$ cat config.mk
export PLATFORM = sky130hd
export DESIGN_NAME = button_gesture_led_mode_core
export DESIGN_NICKNAME = d
export VERILOG_FILES = /design/src/rtl/bgl_pkg.sv /design/src/rtl/button_gesture_led_mode_core.sv
export SDC_FILE = /design/constraint.sdc
export NUM_CORES = 1
export LEC_CHECK = 0
export ABC_AREA = 1
export BUFFER_PORTS_ARGS = -buffer_cell sky130_fd_sc_hd__buf_2
export CAP_MARGIN = 10
export CORE_MARGIN = 8
export CORE_UTILIZATION = 64
export CTS_CLUSTER_SIZE = 24
export DETAILED_ROUTE_END_ITERATION = 16
export PLACE_DENSITY_LB_ADDON = 0.25
export SLEW_MARGIN = 25
export SYNTH_ARGS = -nofsm -noshare
export SYNTH_HDL_FRONTEND = slang
export SYNTH_SLANG_ARGS = --single-unit
$ cat constraint.sdc
create_clock -name clk_i -period 9.3 [get_ports clk_i]
set_clock_uncertainty 0.05 [all_clocks]
set_input_delay 1.395 -clock clk_i [delete_from_list [all_inputs] [get_ports clk_i]]
set_output_delay 1.395 -clock clk_i [all_outputs]
set_load 0.02 [all_outputs]
$ cat src/rtl/bgl_pkg.sv
// shared constants and types for the button gesture led mode core
package bgl_pkg;

  localparam int unsigned TIME_WIDTH = 32;
  localparam int unsigned CFG_WIDTH  = 16;
  localparam int unsigned ADDR_WIDTH = 2;

  typedef logic [TIME_WIDTH-1:0] time_t;
  typedef logic [CFG_WIDTH-1:0]  cfg_t;

  typedef enum logic [ADDR_WIDTH-1:0] {
    CFG_DEBOUNCE     = 2'd0,
    CFG_LONG_PRESS   = 2'd1,
    CFG_CLICK_WINDOW = 2'd2
  } cfg_idx_e;

  typedef enum logic [1:0] {
    MODE_OFF  = 2'd0,
    MODE_LED1 = 2'd1,
    MODE_LED2 = 2'd2,
    MODE_LED3 = 2'd3
  } mode_e;

  localparam cfg_t DEBOUNCE_RST     = 16'd50;
  localparam cfg_t LONG_PRESS_RST   = 16'd3000;
  localparam cfg_t CLICK_WINDOW_RST = 16'd300;

  localparam logic [1:0] CLICKS_MAX = 2'd3;

  localparam logic [2:0] LED_NONE = 3'b000;
  localparam logic [2:0] LED_1    = 3'b001;
  localparam logic [2:0] LED_2    = 3'b010;
  localparam logic [2:0] LED_3    = 3'b100;

endpackage

$ cat src/rtl/button_gesture_led_mode_core.sv
// button gesture detector driving a one-hot or all-off led mode, one result per tick
// path: input register, then result queue, before a result is accepted
// throughput: one tick transaction per cycle while in_stall_o is low, set by the single-pass state update
// output side holds two results, so input keeps flowing while one result waits
// reset: asynchronous active low, config returns to 50/3000/300, time and mode clear
module button_gesture_led_mode_core (
  input  logic                          clk_i,
  input  logic                          rst_ni,
  input  logic                          cfg_we_i,
  input  logic [bgl_pkg::ADDR_WIDTH-1:0] cfg_addr_i,
  input  logic [bgl_pkg::CFG_WIDTH-1:0]  cfg_wdata_i,
  input  logic                          in_valid_i,
  output logic                          in_stall_o,
  input  logic                          button_level_i,
  output logic                          out_valid_o,
  input  logic                          out_stall_i,
  output logic [1:0]                    led_mode_o,
  output logic [2:0]                    led_bits_o
);

  bgl_pkg::cfg_t debounce_q, long_press_q, click_window_q;

  logic s1_valid_q, s1_valid_d;
  logic s1_level_q;

  bgl_pkg::time_t tick_q, tick_d;
  bgl_pkg::time_t press_start_q, press_start_d;
  bgl_pkg::time_t last_click_q, last_click_d;
  logic           prev_level_q, prev_level_d;
  logic           release_pend_q, release_pend_d;
  logic [1:0]     clicks_q, clicks_d;
  bgl_pkg::mode_e mode_q, mode_d;

  bgl_pkg::mode_e fifo_q [2];
  logic           wr_ptr_q, rd_ptr_q;
  logic [1:0]     count_q, count_d;

  logic in_accept, out_accept, advance, fifo_full;

  bgl_pkg::time_t since_press, since_click;

  assign fifo_full   = (count_q == 2'd2);
  assign in_stall_o  = s1_valid_q && fifo_full;
  assign in_accept   = in_valid_i && !in_stall_o;
  assign advance     = s1_valid_q && !fifo_full;
  assign out_valid_o = (count_q != 2'd0);
  assign out_accept  = out_valid_o && !out_stall_i;

  // config registers
  always_ff @(posedge clk_i or negedge rst_ni) begin
    if (!rst_ni) begin
      debounce_q     <= bgl_pkg::DEBOUNCE_RST;
      long_press_q   <= bgl_pkg::LONG_PRESS_RST;
      click_window_q <= bgl_pkg::CLICK_WINDOW_RST;
    end else if (cfg_we_i) begin
      case (cfg_addr_i)
        bgl_pkg::CFG_DEBOUNCE:     debounce_q     <= cfg_wdata_i;
        bgl_pkg::CFG_LONG_PRESS:   long_press_q   <= cfg_wdata_i;
        bgl_pkg::CFG_CLICK_WINDOW: click_window_q <= cfg_wdata_i;
        default: ;
      endcase
    end
  end

  // input register
  assign s1_valid_d = in_accept || (s1_valid_q && !advance);

  always_ff @(posedge clk_i or negedge rst_ni) begin
    if (!rst_ni) begin
      s1_valid_q <= 1'b0;
    end else begin
      s1_valid_q <= s1_valid_d;
    end
  end

  always_ff @(posedge clk_i) begin
    if (in_accept) begin
      s1_level_q <= button_level_i;
    end
  end

  // gesture state update
  always_comb begin
    tick_d         = tick_q;
    press_start_d  = press_start_q;
    last_click_d   = last_click_q;
    prev_level_d   = prev_level_q;
    release_pend_d = release_pend_q;
    clicks_d       = clicks_q;
    mode_d         = mode_q;
    since_press    = tick_q - press_start_q;
    since_click    = bgl_pkg::time_t'(0);

    if (advance) begin
      // accepted rising edge
      if (s1_level_q && !prev_level_q &&
          (since_press > bgl_pkg::time_t'(debounce_q))) begin
        press_start_d  = tick_q;
        release_pend_d = 1'b1;
      end

      // release of a pending press, edge and release never coincide
      if (release_pend_q && !s1_level_q) begin
        if (since_press > bgl_pkg::time_t'(long_press_q)) begin
          clicks_d = 2'd0;
          mode_d   = bgl_pkg::MODE_OFF;
        end else begin
          if (clicks_q != bgl_pkg::CLICKS_MAX) begin
            clicks_d = clicks_q + 2'd1;
          end
          last_click_d = tick_q;
        end
        release_pend_d = 1'b0;
      end

      // resolve clicks after the quiet window
      since_click = tick_q - last_click_d;
      if ((clicks_d != 2'd0) && (since_click > bgl_pkg::time_t'(click_window_q))) begin
        if (clicks_d == 2'd1) begin
          if (mode_d == bgl_pkg::MODE_OFF) begin
            mode_d = bgl_pkg::MODE_LED1;
          end
        end else begin
          case (mode_d)
            bgl_pkg::MODE_LED1: mode_d = bgl_pkg::MODE_LED2;
            bgl_pkg::MODE_LED2: mode_d = bgl_pkg::MODE_LED3;
            bgl_pkg::MODE_LED3: mode_d = bgl_pkg::MODE_LED1;
            default:            mode_d = mode_d;
          endcase
        end
        clicks_d = 2'd0;
      end

      prev_level_d = s1_level_q;
      tick_d       = tick_q + bgl_pkg::time_t'(1);
    end
  end

  always_ff @(posedge clk_i or negedge rst_ni) begin
    if (!rst_ni) begin
      tick_q         <= '0;
      press_start_q  <= '0;
      last_click_q   <= '0;
      prev_level_q   <= 1'b0;
      release_pend_q <= 1'b0;
      clicks_q       <= 2'd0;
      mode_q         <= bgl_pkg::MODE_OFF;
    end else begin
      tick_q         <= tick_d;
      press_start_q  <= press_start_d;
      last_click_q   <= last_click_d;
      prev_level_q   <= prev_level_d;
      release_pend_q <= release_pend_d;
      clicks_q       <= clicks_d;
      mode_q         <= mode_d;
    end
  end

  // result queue, two entries
  always_comb begin
    count_d = count_q;
    if (advance && !out_accept) begin
      count_d = count_q + 2'd1;
    end else if (!advance && out_accept) begin
      count_d = count_q - 2'd1;
    end
  end

  always_ff @(posedge clk_i or negedge rst_ni) begin
    if (!rst_ni) begin
      wr_ptr_q <= 1'b0;
      rd_ptr_q <= 1'b0;
      count_q  <= 2'd0;
    end else begin
      count_q <= count_d;
      if (advance) begin
        wr_ptr_q <= !wr_ptr_q;
      end
      if (out_accept) begin
        rd_ptr_q <= !rd_ptr_q;
      end
    end
  end

  always_ff @(posedge clk_i) begin
    if (advance) begin
      fifo_q[wr_ptr_q] <= mode_d;
    end
  end

  assign led_mode_o = fifo_q[rd_ptr_q];

  always_comb begin
    case (fifo_q[rd_ptr_q])
      bgl_pkg::MODE_LED1: led_bits_o = bgl_pkg::LED_1;
      bgl_pkg::MODE_LED2: led_bits_o = bgl_pkg::LED_2;
      bgl_pkg::MODE_LED3: led_bits_o = bgl_pkg::LED_3;
      default:            led_bits_o = bgl_pkg::LED_NONE;
    endcase
  end

  // assertions
  a_count_bound: assert property (@(posedge clk_i) disable iff (!rst_ni)
    count_q != 2'd3)
    else $error("result queue count out of range");

  a_count_step: assert property (@(posedge clk_i) disable iff (!rst_ni)
    (advance && !out_accept) |=> (count_q == $past(count_q) + 2'd1))
    else $error("result queue did not grow on push");

  a_tick_step: assert property (@(posedge clk_i) disable iff (!rst_ni)
    advance |=> (tick_q == $past(tick_q) + bgl_pkg::time_t'(1)))
    else $error("tick did not advance with a transaction");

  a_tick_hold: assert property (@(posedge clk_i) disable iff (!rst_ni)
    !advance |=> $stable(tick_q))
    else $error("tick moved without a transaction");

  a_led_onehot: assert property (@(posedge clk_i) disable iff (!rst_ni)
    out_valid_o |-> ($onehot0(led_bits_o) &&
                     ((led_bits_o == bgl_pkg::LED_NONE) == (led_mode_o == 2'd0))))
    else $error("led drive does not match mode");

endmodule
## Yosys cells after proc, flatten, opt, wreduce, memory -nomap -nowiden

Memory sizes are Yosys's and may differ from the RTL's.
Index checks and enable logic that the tools add are counted.

| cells by class | value |
|---|---|
| add/subtract/negate cells | 6 |
| order comparisons | 3 |
| equality and inequality tests | 11 |
| muxes and demuxes | 23 |
| reduce and logical (&&, ||, !) cells | 32 |

Operator list:

| kind | count |
|---|---|
| $gt A32 B16 Y1 | 3 |
| $mux W32 | 3 |
| $sub A32 B32 Y32 | 2 |
| $add A32 B1 Y32 const B | 1 |
| $mux W2 | 14 |
| $eq A2 B2 Y1 const B | 6 |
| $logic_and A1 B1 Y1 | 11 |
| $reduce_and A2 Y1 | 5 |
| $logic_not A1 Y1 | 9 |
| $pmux W3 S3 | 1 |
| $eq A2 B1 Y1 const B | 4 |
| $reduce_bool A2 Y1 | 4 |
| $pmux W2 S3 | 1 |
| $add A2 B1 Y2 const B | 2 |
| $logic_not A2 Y1 | 2 |
| $mux W1 | 4 |
| $ne A2 B2 Y1 const B | 1 |
| $sub A2 B1 Y2 const B | 1 |
| $logic_or A1 B1 Y1 | 1 |

| word-level totals | value |
|---|---|
| register bits after elaboration | 156 |
| RAM bits | 4 |
| input port bits | 24 |
| output and inout bits | 7 |
| logic and storage cells | 91 |
| memories kept | 1 |

Memory list:

| memory | depth | width | read ports | clocked after Yosys merged registers in | write ports | line | source |
|---|---|---|---|---|---|---|---|
| fifo_q | 2 | 2 | 1 | 0 | 1 | button_gesture_led_mode_core.sv:34 | `bgl_pkg::mode_e fifo_q [2];` |

## Longest topological paths before layout

Gate-level depths: netlist of the first run.

| depth | value |
|---|---|
| depth in word-level cells | 10 |
| depth in mapped cells | 56 |
| depth with buffers taken out | 55 |

## Worst setup path before layout of the first run

No wires, ideal clock.

| timing path | value |
|---|---|
| path kind | register to register |
| start | register tick_q[0] |
| end | memory fifo_q[0][0] (netlist bit) (data pin) |
| library setup time | 0.262 ns |
| data arrival time | 6.393 ns |
| required time | 8.988 ns |
| slack | 2.595 ns |
| stages on the path, launching flop included | 51 |
| path buffers | 2 |
| clock period less this slack | 6.705 ns |
| path through | dfrtp_1 inv_1 ha_1 fa_1 inv_1 nand2_1 nand3_1 nand2_1 nand2_1 xor2_1 ha_1 nand2_1 nor2_1 nor4_1 o21ai_0 nand2_1 nand4_2 buf_4 [... 15 more ...] nand2_1 xor2_1 ha_1 nand2_1 inv_1 nand3_1 inv_1 nand4_1 o41ai_1 nand3_1 nor2_1 nand2_1 nor2_2 nand3_2 nand2_1 nand2_1 nand3_1 nand2_1 |

| between the ends | value |
|---|---|
| longest elaborated chain between the ends | 10 |
| elaborated cells between the ends (all ways) | 25 |
| classes of those cells | add/sub (2); order compare (2); eq/ne (4); mux (14); reduce/logical (3) |

RTL lines:

| what | line | source |
|---|---|---|
| from (decl) | button_gesture_led_mode_core.sv:26 | `bgl_pkg::time_t tick_q, tick_d;` |
| from (signal assigned) | button_gesture_led_mode_core.sv:149 | `tick_q <= tick_d;` |
| $sub A32 B32 Y32 | button_gesture_led_mode_core.sv:91 | `since_press = tick_q - press_start_q;` |
| $gt A32 B16 Y1 | button_gesture_led_mode_core.sv:104 | `if (since_press > bgl_pkg::time_t'(long_press_q)) begin` |
| $mux W32 / $mux W2 (equally long branches) | button_gesture_led_mode_core.sv:104 |  |
| $mux W32 / $mux W2 (equally long branches) | button_gesture_led_mode_core.sv:103 | `if (release_pend_q && !s1_level_q) begin` |
| $mux W32 / $mux W2 (equally long branches) | button_gesture_led_mode_core.sv:94 | `if (advance) begin` |
| $sub A32 B32 Y32 (tied with other cells) | button_gesture_led_mode_core.sv:117 | `since_click = tick_q - last_click_d;` |
| $gt A32 B16 Y1 (tied with other cells) | button_gesture_led_mode_core.sv:118 | `if ((clicks_d != 2'd0) && (since_click > bgl_pkg::time_t'(click_window_q))) begin` |
| $logic_and A1 B1 Y1 / $mux W2 (equally long branches) | button_gesture_led_mode_core.sv:118, button_gesture_led_mode_core.sv:119 |  |
| $mux W2 (*) | button_gesture_led_mode_core.sv:118 |  |
| $mux W2 (*) | button_gesture_led_mode_core.sv:94 |  |
| via mode_d[0] | button_gesture_led_mode_core.sv:32 | `bgl_pkg::mode_e mode_q, mode_d;` |
| to (decl) | button_gesture_led_mode_core.sv:34 |  |

Mark *: on every way through the listed nets, which the timed path passes. The rest lies on a longest branch. The select of a mux whose other input is x is not followed.

## Worst setup path after layout of the first run

Same ends and word-level chain as after synthesis.

==> flow_summary_export.csv, run 1 <==
group,metric,value,unit
outcome,status,"completed",
detailed_routing,wl_per_cell,15.4,um
detailed_routing,postRouteWirelength,32.6,mm
setup_path,critPathKind,"flip-flop to flip-flop",
sta,fin_crit,8.41,ns
setup_path,path_common_cell,"nand2_1",
power_and_ir_drop,pwr_density_cell,294,mW/mm^2
die,die_w,155,um
die,die_h,155,um
place,place_congestion,0.932,
place,place_hpwl,25.7,mm
clocking,postCtsSetupBuffers,0,
yosys,syn_inst,1815,
die,coreArea,0.0193,sq mm
setup_path,crit_buf_inv,7,
clocking,clk_pin_slew_worst_paths,0.07,ns
clocking,numCtsBuffers,17,
sta,period_share,90.5,%
die,num_rows,51,
cells_and_area,multiInputGateArea,0.00700,sq mm
yosys,synth_seq_cells,160,
power_and_ir_drop,ir_worst_vdd,0.279,mV
yosys,synthArstFlopShare,96.9,%
yosys,synth-main-ff-cell,"dfrtp_1",
clocking,ctsResizeCount,0,
place,placed_cell_area,0.0128,sq mm
clocking,ctsHoldBuffers,0,
yosys,yosys.area.top_type_share,28.3,%
detailed_routing,vias_per_cell,5.45,
place,port_buffers,30,
sta,worst_slew_pin_slew,0.926,ns
cells_and_area,finalNetCount,1977,
setup_path,critPathLaunch,"tick_q[0]",
die,dieArea,0.0242,sq mm
global_route,antenna_found_initial,1,
global_route,grt_usage,27.5,%
cells_and_area,regArea,0.00405,sq mm
clocking,cts_tree,"yes",
sta,whs,0.432,ns
setup_path,slowest_delay,0.59,ns
sta,fin_setup_tns,0,ns
sta,rsz0062_at_grt,"no",
sta,finalHoldViolCount,0,
sta,max_freq,119,MHz
sta,slew_violations,0,
clocking,clockBufferDepth,2,
yosys,synth_fp_nets,1954,
setup_path,crit_fanout,45,
setup_path,critPathTopFamily,"simple AND/OR/NAND/NOR gates",
die,floorplan.io_pins,31,
sta,max-slew-margin-rel,38.1,%
yosys,seq_area_frac_synth,32.5,%
cells_and_area,nFillCells,1699,
global_route,grt_pass1_wl,53.0,mm
yosys,avgSynthCellArea,6.86,sq um
yosys,yosysTopAreaCell,"dfrtp_1",
setup_path,worstPathArrival,8.53,ns
detailed_routing,drc,0,
yosys,synth-edff-count,5,
cells_and_area,layout-drive-gt1-share,7.40,%
clocking,clock_latency,0.42,ns
setup_path,r2r_start,"tick_q[0]",
setup_path,crit_slowest_cell,"nand4_2",
cells_and_area,diodes,0,
hold_path,hp-start,"last_click_q[28]",
clocking,clock_sinks,160,
yosys,syn_area,0.0124,sq mm
cells_and_area,areaGrowthSynthToFinish,8.00,%
detailed_routing,drt_iter0_markers,778,
setup_path,critPathRequiredTime,9.42,ns
yosys,ys_warn_count,0,
global_route,grt_overflow,0,
cells_and_area,final_area,0.0134,sq mm
clocking,cts_root_buf,"clkbuf_16",
sta,setup-violations-final,0,
run,max-cap-violations,0,
global_route,grt_max_degree,82,
setup_path,startpoint_type,"flip-flop",
detailed_routing,antenna_left,0,
hold_path,hp-class,"flip-flop to flip-flop",
yosys,yosysUniqueCellTypes,50,
clocking,htree_num_levels,4,
setup_path,end_kind,"flip-flop",
power_and_ir_drop,total_power,3950,uW
die,start_util,64.6,%
detailed_routing,via_count,11500,
yosys,synth_area_leaders,"dfrtp_1, nand2_1, ha_1",
power_and_ir_drop,leakage,0.00749,uW
detailed_routing,dr.pass1.iters,5,
global_route,grt_pass1_vias,10800,
## tightest hold or removal path, cell delays in order (launching register included)
cell and delay, ns:
dfrtp_1 0.34, nand2_1 0.05, o21ai_0 0.06
## final cells by class
class / count / area share, %
clock buffer: 18 / 3.19
clock inverter: 14 / 1.15
inverter: 345 / 9.63
multi-input combinational: 1280 / 52.0
sequential: 160 / 30.1
tap: 265 / 2.47
timing repair buffer: 34 / 1.41
## worst paths after layout
kind / slack, ns / end / cells past startpoint
worst max-delay path: 0.89 / fifo_q[0][0] / 50
worst min-delay path: 0.43 / last_click_q[28] / 2
worst max register to register: 0.89 / fifo_q[0][0] / 50
worst min register to register: 0.43 / last_click_q[28] / 2
max in group asynchronous: 7.07 / tick_q[3] / 2
min in group asynchronous: 0.95 / debounce_q[14] / 1
## sequential cells by signal, summed over array words and instances (netlist names)
name,cells
clicks_q,2
prev_level_q,1
s1_level_q,1
long_press_q,16
rd_ptr_q,1
s1_valid_q,1
wr_ptr_q,1
last_click_q,32
count_q,2
fifo_q,4
tick_q,32
mode_q,2
click_window_q,16
debounce_q,16
press_start_q,32
release_pend_q,1
## routing by layer
layer,vias to the layer above,routed length (um),GRT usage [%]
li1,5760,-,-
met1,5385,14700,36.6
met2,331,15300,45.6
met3,57,1810,3.99
met4,0,807,8.04
met5,-,0,0
## kinds of logic (layout without fill, tap and decap cells)
group | Yosys count | in the layout | synth area share (%)
simple gates | 834 | 834 | 28.6
buf+inv | 375 | 411 | 11.4
compound gates | 265 | 265 | 11.2
flops | 160 | 160 | 32.5
fa+ha+maj | 115 | 115 | 11.7
xor+xnor | 63 | 63 | 4.43
mux | 3 | 3 | 0.241
## Yosys cell counts (all sizes together), types with 3 or more instances
cell      n
ha      113
xor2     54
dfstp    14
nand2   559
xnor2     9
clkbuf   26
and2      5
edfxtp    5
buf       4
nor3     26
o21ai   168
a21oi    74
clkinv    3
nand3b    5
nand3    89
o21bai    5
mux2i     3
inv     342
dfrtp   141
nand4    25
nor4      3
nor2    118
a211oi    5
a21o      3
## power breakdown
part / internal [uW] / switching, uW
clock network: 400 / 308
logic: 839 / 1550
registers: 800 / 60.1
## stage by stage
step	setup slack, ns	std cells	utilization (%)
final	0.888	2116	69.8
after global routing	0.170	2116	69.8
after CTS	0.919	2116	69.7
after detailed placement	1.00	2084	66.6
after global placement	1.23	2084	66.6
after floorplan	2.60	1815	-
## layout by cell type, fill, tap and decap left out, drive strengths merged, types with 34 or more instances in the layout
cell type,count
a21oi,74
nor2,118
ha,113
nand2,559
dfrtp,141
inv,347
o21ai,168
buf,34
nand3,89
xor2,54
(Power assumes the default switching activity.)
==> run 2: changes to the inputs <==
ABC_AREA = 0   (was 1)
ABC_CLOCK_PERIOD_IN_PS = 9300   (was unset)
CORE_UTILIZATION = 47   (was 64)
==> flow_summary_export.csv, run 2 <==
group,metric,value,unit
die,dieArea,0.0315,sq mm
yosys,seq_area_frac_synth,33.0,%
power_and_ir_drop,intPower,2160,uW
setup_path,end_kind,"flip-flop",
die,num_rows,59,
power_and_ir_drop,pwr_density_cell,274,mW/mm^2
setup_path,startpoint_type,"flip-flop",
setup_path,critPathKind,"flip-flop to flip-flop",
detailed_routing,postRouteWirelength,32.2,mm
sta,worst_slew_pin_slew,0.956,ns
detailed_routing,dr.pass1.iters,5,
power_and_ir_drop,leakage,0.00684,uW
global_route,grt_usage,20.3,%
setup_path,critPathRequiredTime,9.42,ns
hold_path,hp-class,"flip-flop to flip-flop",
power_and_ir_drop,ir_worst_vdd,0.182,mV
yosys,yosysTopAreaCell,"dfrtp_1",
place,dp_cells,1747,
cells_and_area,nFillCells,2387,
detailed_routing,antenna_left,0,
cells_and_area,final_common_cell,"dfrtp_1",
hold_path,hold_path_depth,2,
yosys,synth_most_common_cell,"nand2_1",
cells_and_area,top_regs,"last_click_q (32), press_start_q (32), tick_q (32)",
sta,whs,0.437,ns
die,die_w,178,um
die,floorplan.io_pins,31,
run,max-cap-violations,0,
cells_and_area,areaGrowthSynthToFinish,13.1,%
detailed_routing,wl_per_cell,18.0,um
sta,max_freq,109,MHz
power_and_ir_drop,clockPowerShare,18.2,%
clocking,ctsHoldBuffers,0,
cells_and_area,regArea,0.00405,sq mm
sta,slew_violations,0,
cells_and_area,layoutNonFillerInstCount,1793,
yosys,synth_common_cells,"nand2_1, dfrtp_1, ha_1, inv_1, a21oi_1",
clocking,clk_pin_slew_worst_paths,0.07,ns
sta,period_share,98.4,%
cells_and_area,layout-drive-gt1-share,18.0,%
detailed_routing,drt_iter0_markers,777,
die,start_util,47.5,%
clocking,clockBufferDepth,2,
cells_and_area,diodes,0,
sta,max-slew-margin-rel,36.1,%
global_route,grt_overflow,0,
detailed_routing,drc,0,
yosys,synth-edff-count,5,
yosys,synth_area_leaders,"dfrtp_1, ha_1, mux2_2",
global_route,grt_max_degree,82,
outcome,status,"completed",
setup_path,worstPathArrival,9.28,ns
yosys,synth_seq_cells,160,
place,place_hpwl,24.6,mm
sta,finalHoldViolCount,0,
power_and_ir_drop,power_frac_seq,22.1,%
place,port_buffers,30,
die,die_h,178,um
yosys,syn_area,0.0123,sq mm
clocking,htree_num_levels,4,
power_and_ir_drop,swShare,43.2,%
global_route,grt_pass1_wl,51.7,mm
clocking,cts_root_buf,"clkbuf_16",
power_and_ir_drop,power_frac_comb,59.7,%
yosys,avgSynthCellArea,8.86,sq um
clocking,numCtsBuffers,17,
setup_path,reg2regPathDepth,46,
yosys,synthArstFlopShare,96.9,%
setup_path,crit_slowest_cell,"or4_1",
global_route,grt_pass1_vias,9950,
yosys,yosysUniqueCellTypes,78,
place,placed_cell_area,0.0130,sq mm
power_and_ir_drop,switching_power,1650,uW
yosys,synth-main-ff-cell,"dfrtp_1",
setup_path,crit_fanout,5,
cells_and_area,layout_common_cells,"dfrtp_1, nand2_1, inv_1",
sta,fin_setup_tns,0,ns
clocking,clock_latency,0.44,ns
die,coreArea,0.0258,sq mm
yosys,synth_fp_nets,1524,
place,place_congestion,0.909,
cells_and_area,multiInputGateArea,0.00778,sq mm
cells_and_area,finalNetCount,1584,
yosys,ys_warn_count,0,
setup_path,slowest_delay,0.49,ns
yosys,yosys.area.top_type_share,28.7,%
yosys,syn_inst,1385,
detailed_routing,vias_per_cell,5.81,
sta,fin_crit,9.15,ns
sta,setup-violations-final,0,
global_route,antenna_found_initial,0,
sta,rsz0062_at_grt,"yes",
clocking,clock_sinks,160,
clocking,cts_tree,"yes",
cells_and_area,final_area,0.0139,sq mm
detailed_routing,via_count,10400,
run 2: layout make-up:
cell class	count	area share [%]
multi-input combinational	1060	56.1
sequential	160	29.2
timing repair buffer	94	4.64
clock buffer	18	3.16
inverter	112	3.03
tap	335	3.02
clock inverter	14	0.893
run 2: timing repair:
action / in CTS / in global routing
resized for setup: 0 / 41
setup endpoints to repair: 0 / 8
setup buffers: 0 / 14
hold endpoints to repair: 0 / 0
run 2: worst paths after layout:
path | slack [ns] | from | endpoint
max | 0.15 | press_start_q[0] | fifo_q[0][1]
min | 0.44 | prev_level_q | prev_level_q
max reg2reg | 0.15 | press_start_q[0] | fifo_q[0][1]
min reg2reg | 0.44 | prev_level_q | prev_level_q
max in group asynchronous | 7.04 | rst_ni | last_click_q[25]
min in group asynchronous | 0.95 | rst_ni | click_window_q[7]
run 2: logic make-up after synthesis:
family	Yosys count	share of synthesized area [%]
and+or+nand+nor	401	16.3
AOI/OAI and AO/OA	367	19.4
buffers and inverters	165	5.22
DFF	160	33.0
adders and majority gates	119	12.2
muxes	94	8.34
xor gates and xnor gates	79	5.64
run 2: power by group through the flow:
| stage | Sequential (uW) | Clock, uW | Combinational, uW |
|---|---|---|---|
| 2_1_floorplan | 849 | 0 | 1460 |
| 4_1_cts | 839 | 704 | 2100 |
| 6_report | 842 | 694 | 2270 |
| 5_1_grt | 851 | 735 | 2490 |
| 3_5_place_dp | 851 | 0 | 2090 |
| 3_3_place_gp | 849 | 0 | 2050 |
run 2: worst max-delay path, delay by kind of cell (launching register included):
kind                       cells  cell delay, ns
and+or+nand+nor               11            1.91
buffers and inverters          3            0.37
adders and majority gates      6            1.58
xor gates and xnor gates       1            0.22
DFF                            1            0.41
AOI/OAI and AO/OA             25            4.36
run 2: layer usage:
layer	GRT usage (%)	part of all wire [%]	wire, um	vias up
met1	26.6	46	14800	5025
met4	6.29	1.9	601	0
met5	0	0	0	-
met3	2.94	4.0	1280	44
li1	-	-	-	5112
met2	34.1	48	15500	245
run 2: through the flow:
step	setup WS, ns	utilization [%]	power, uW
2_1_floorplan	0.0522	-	2310
3_3_place_gp	0.291	50.5	2900
3_5_place_dp	0.0668	50.5	2940
4_1_cts	0.0190	52.7	3650
5_1_grt	-0.301	53.7	4080
6_report	0.145	53.7	3810
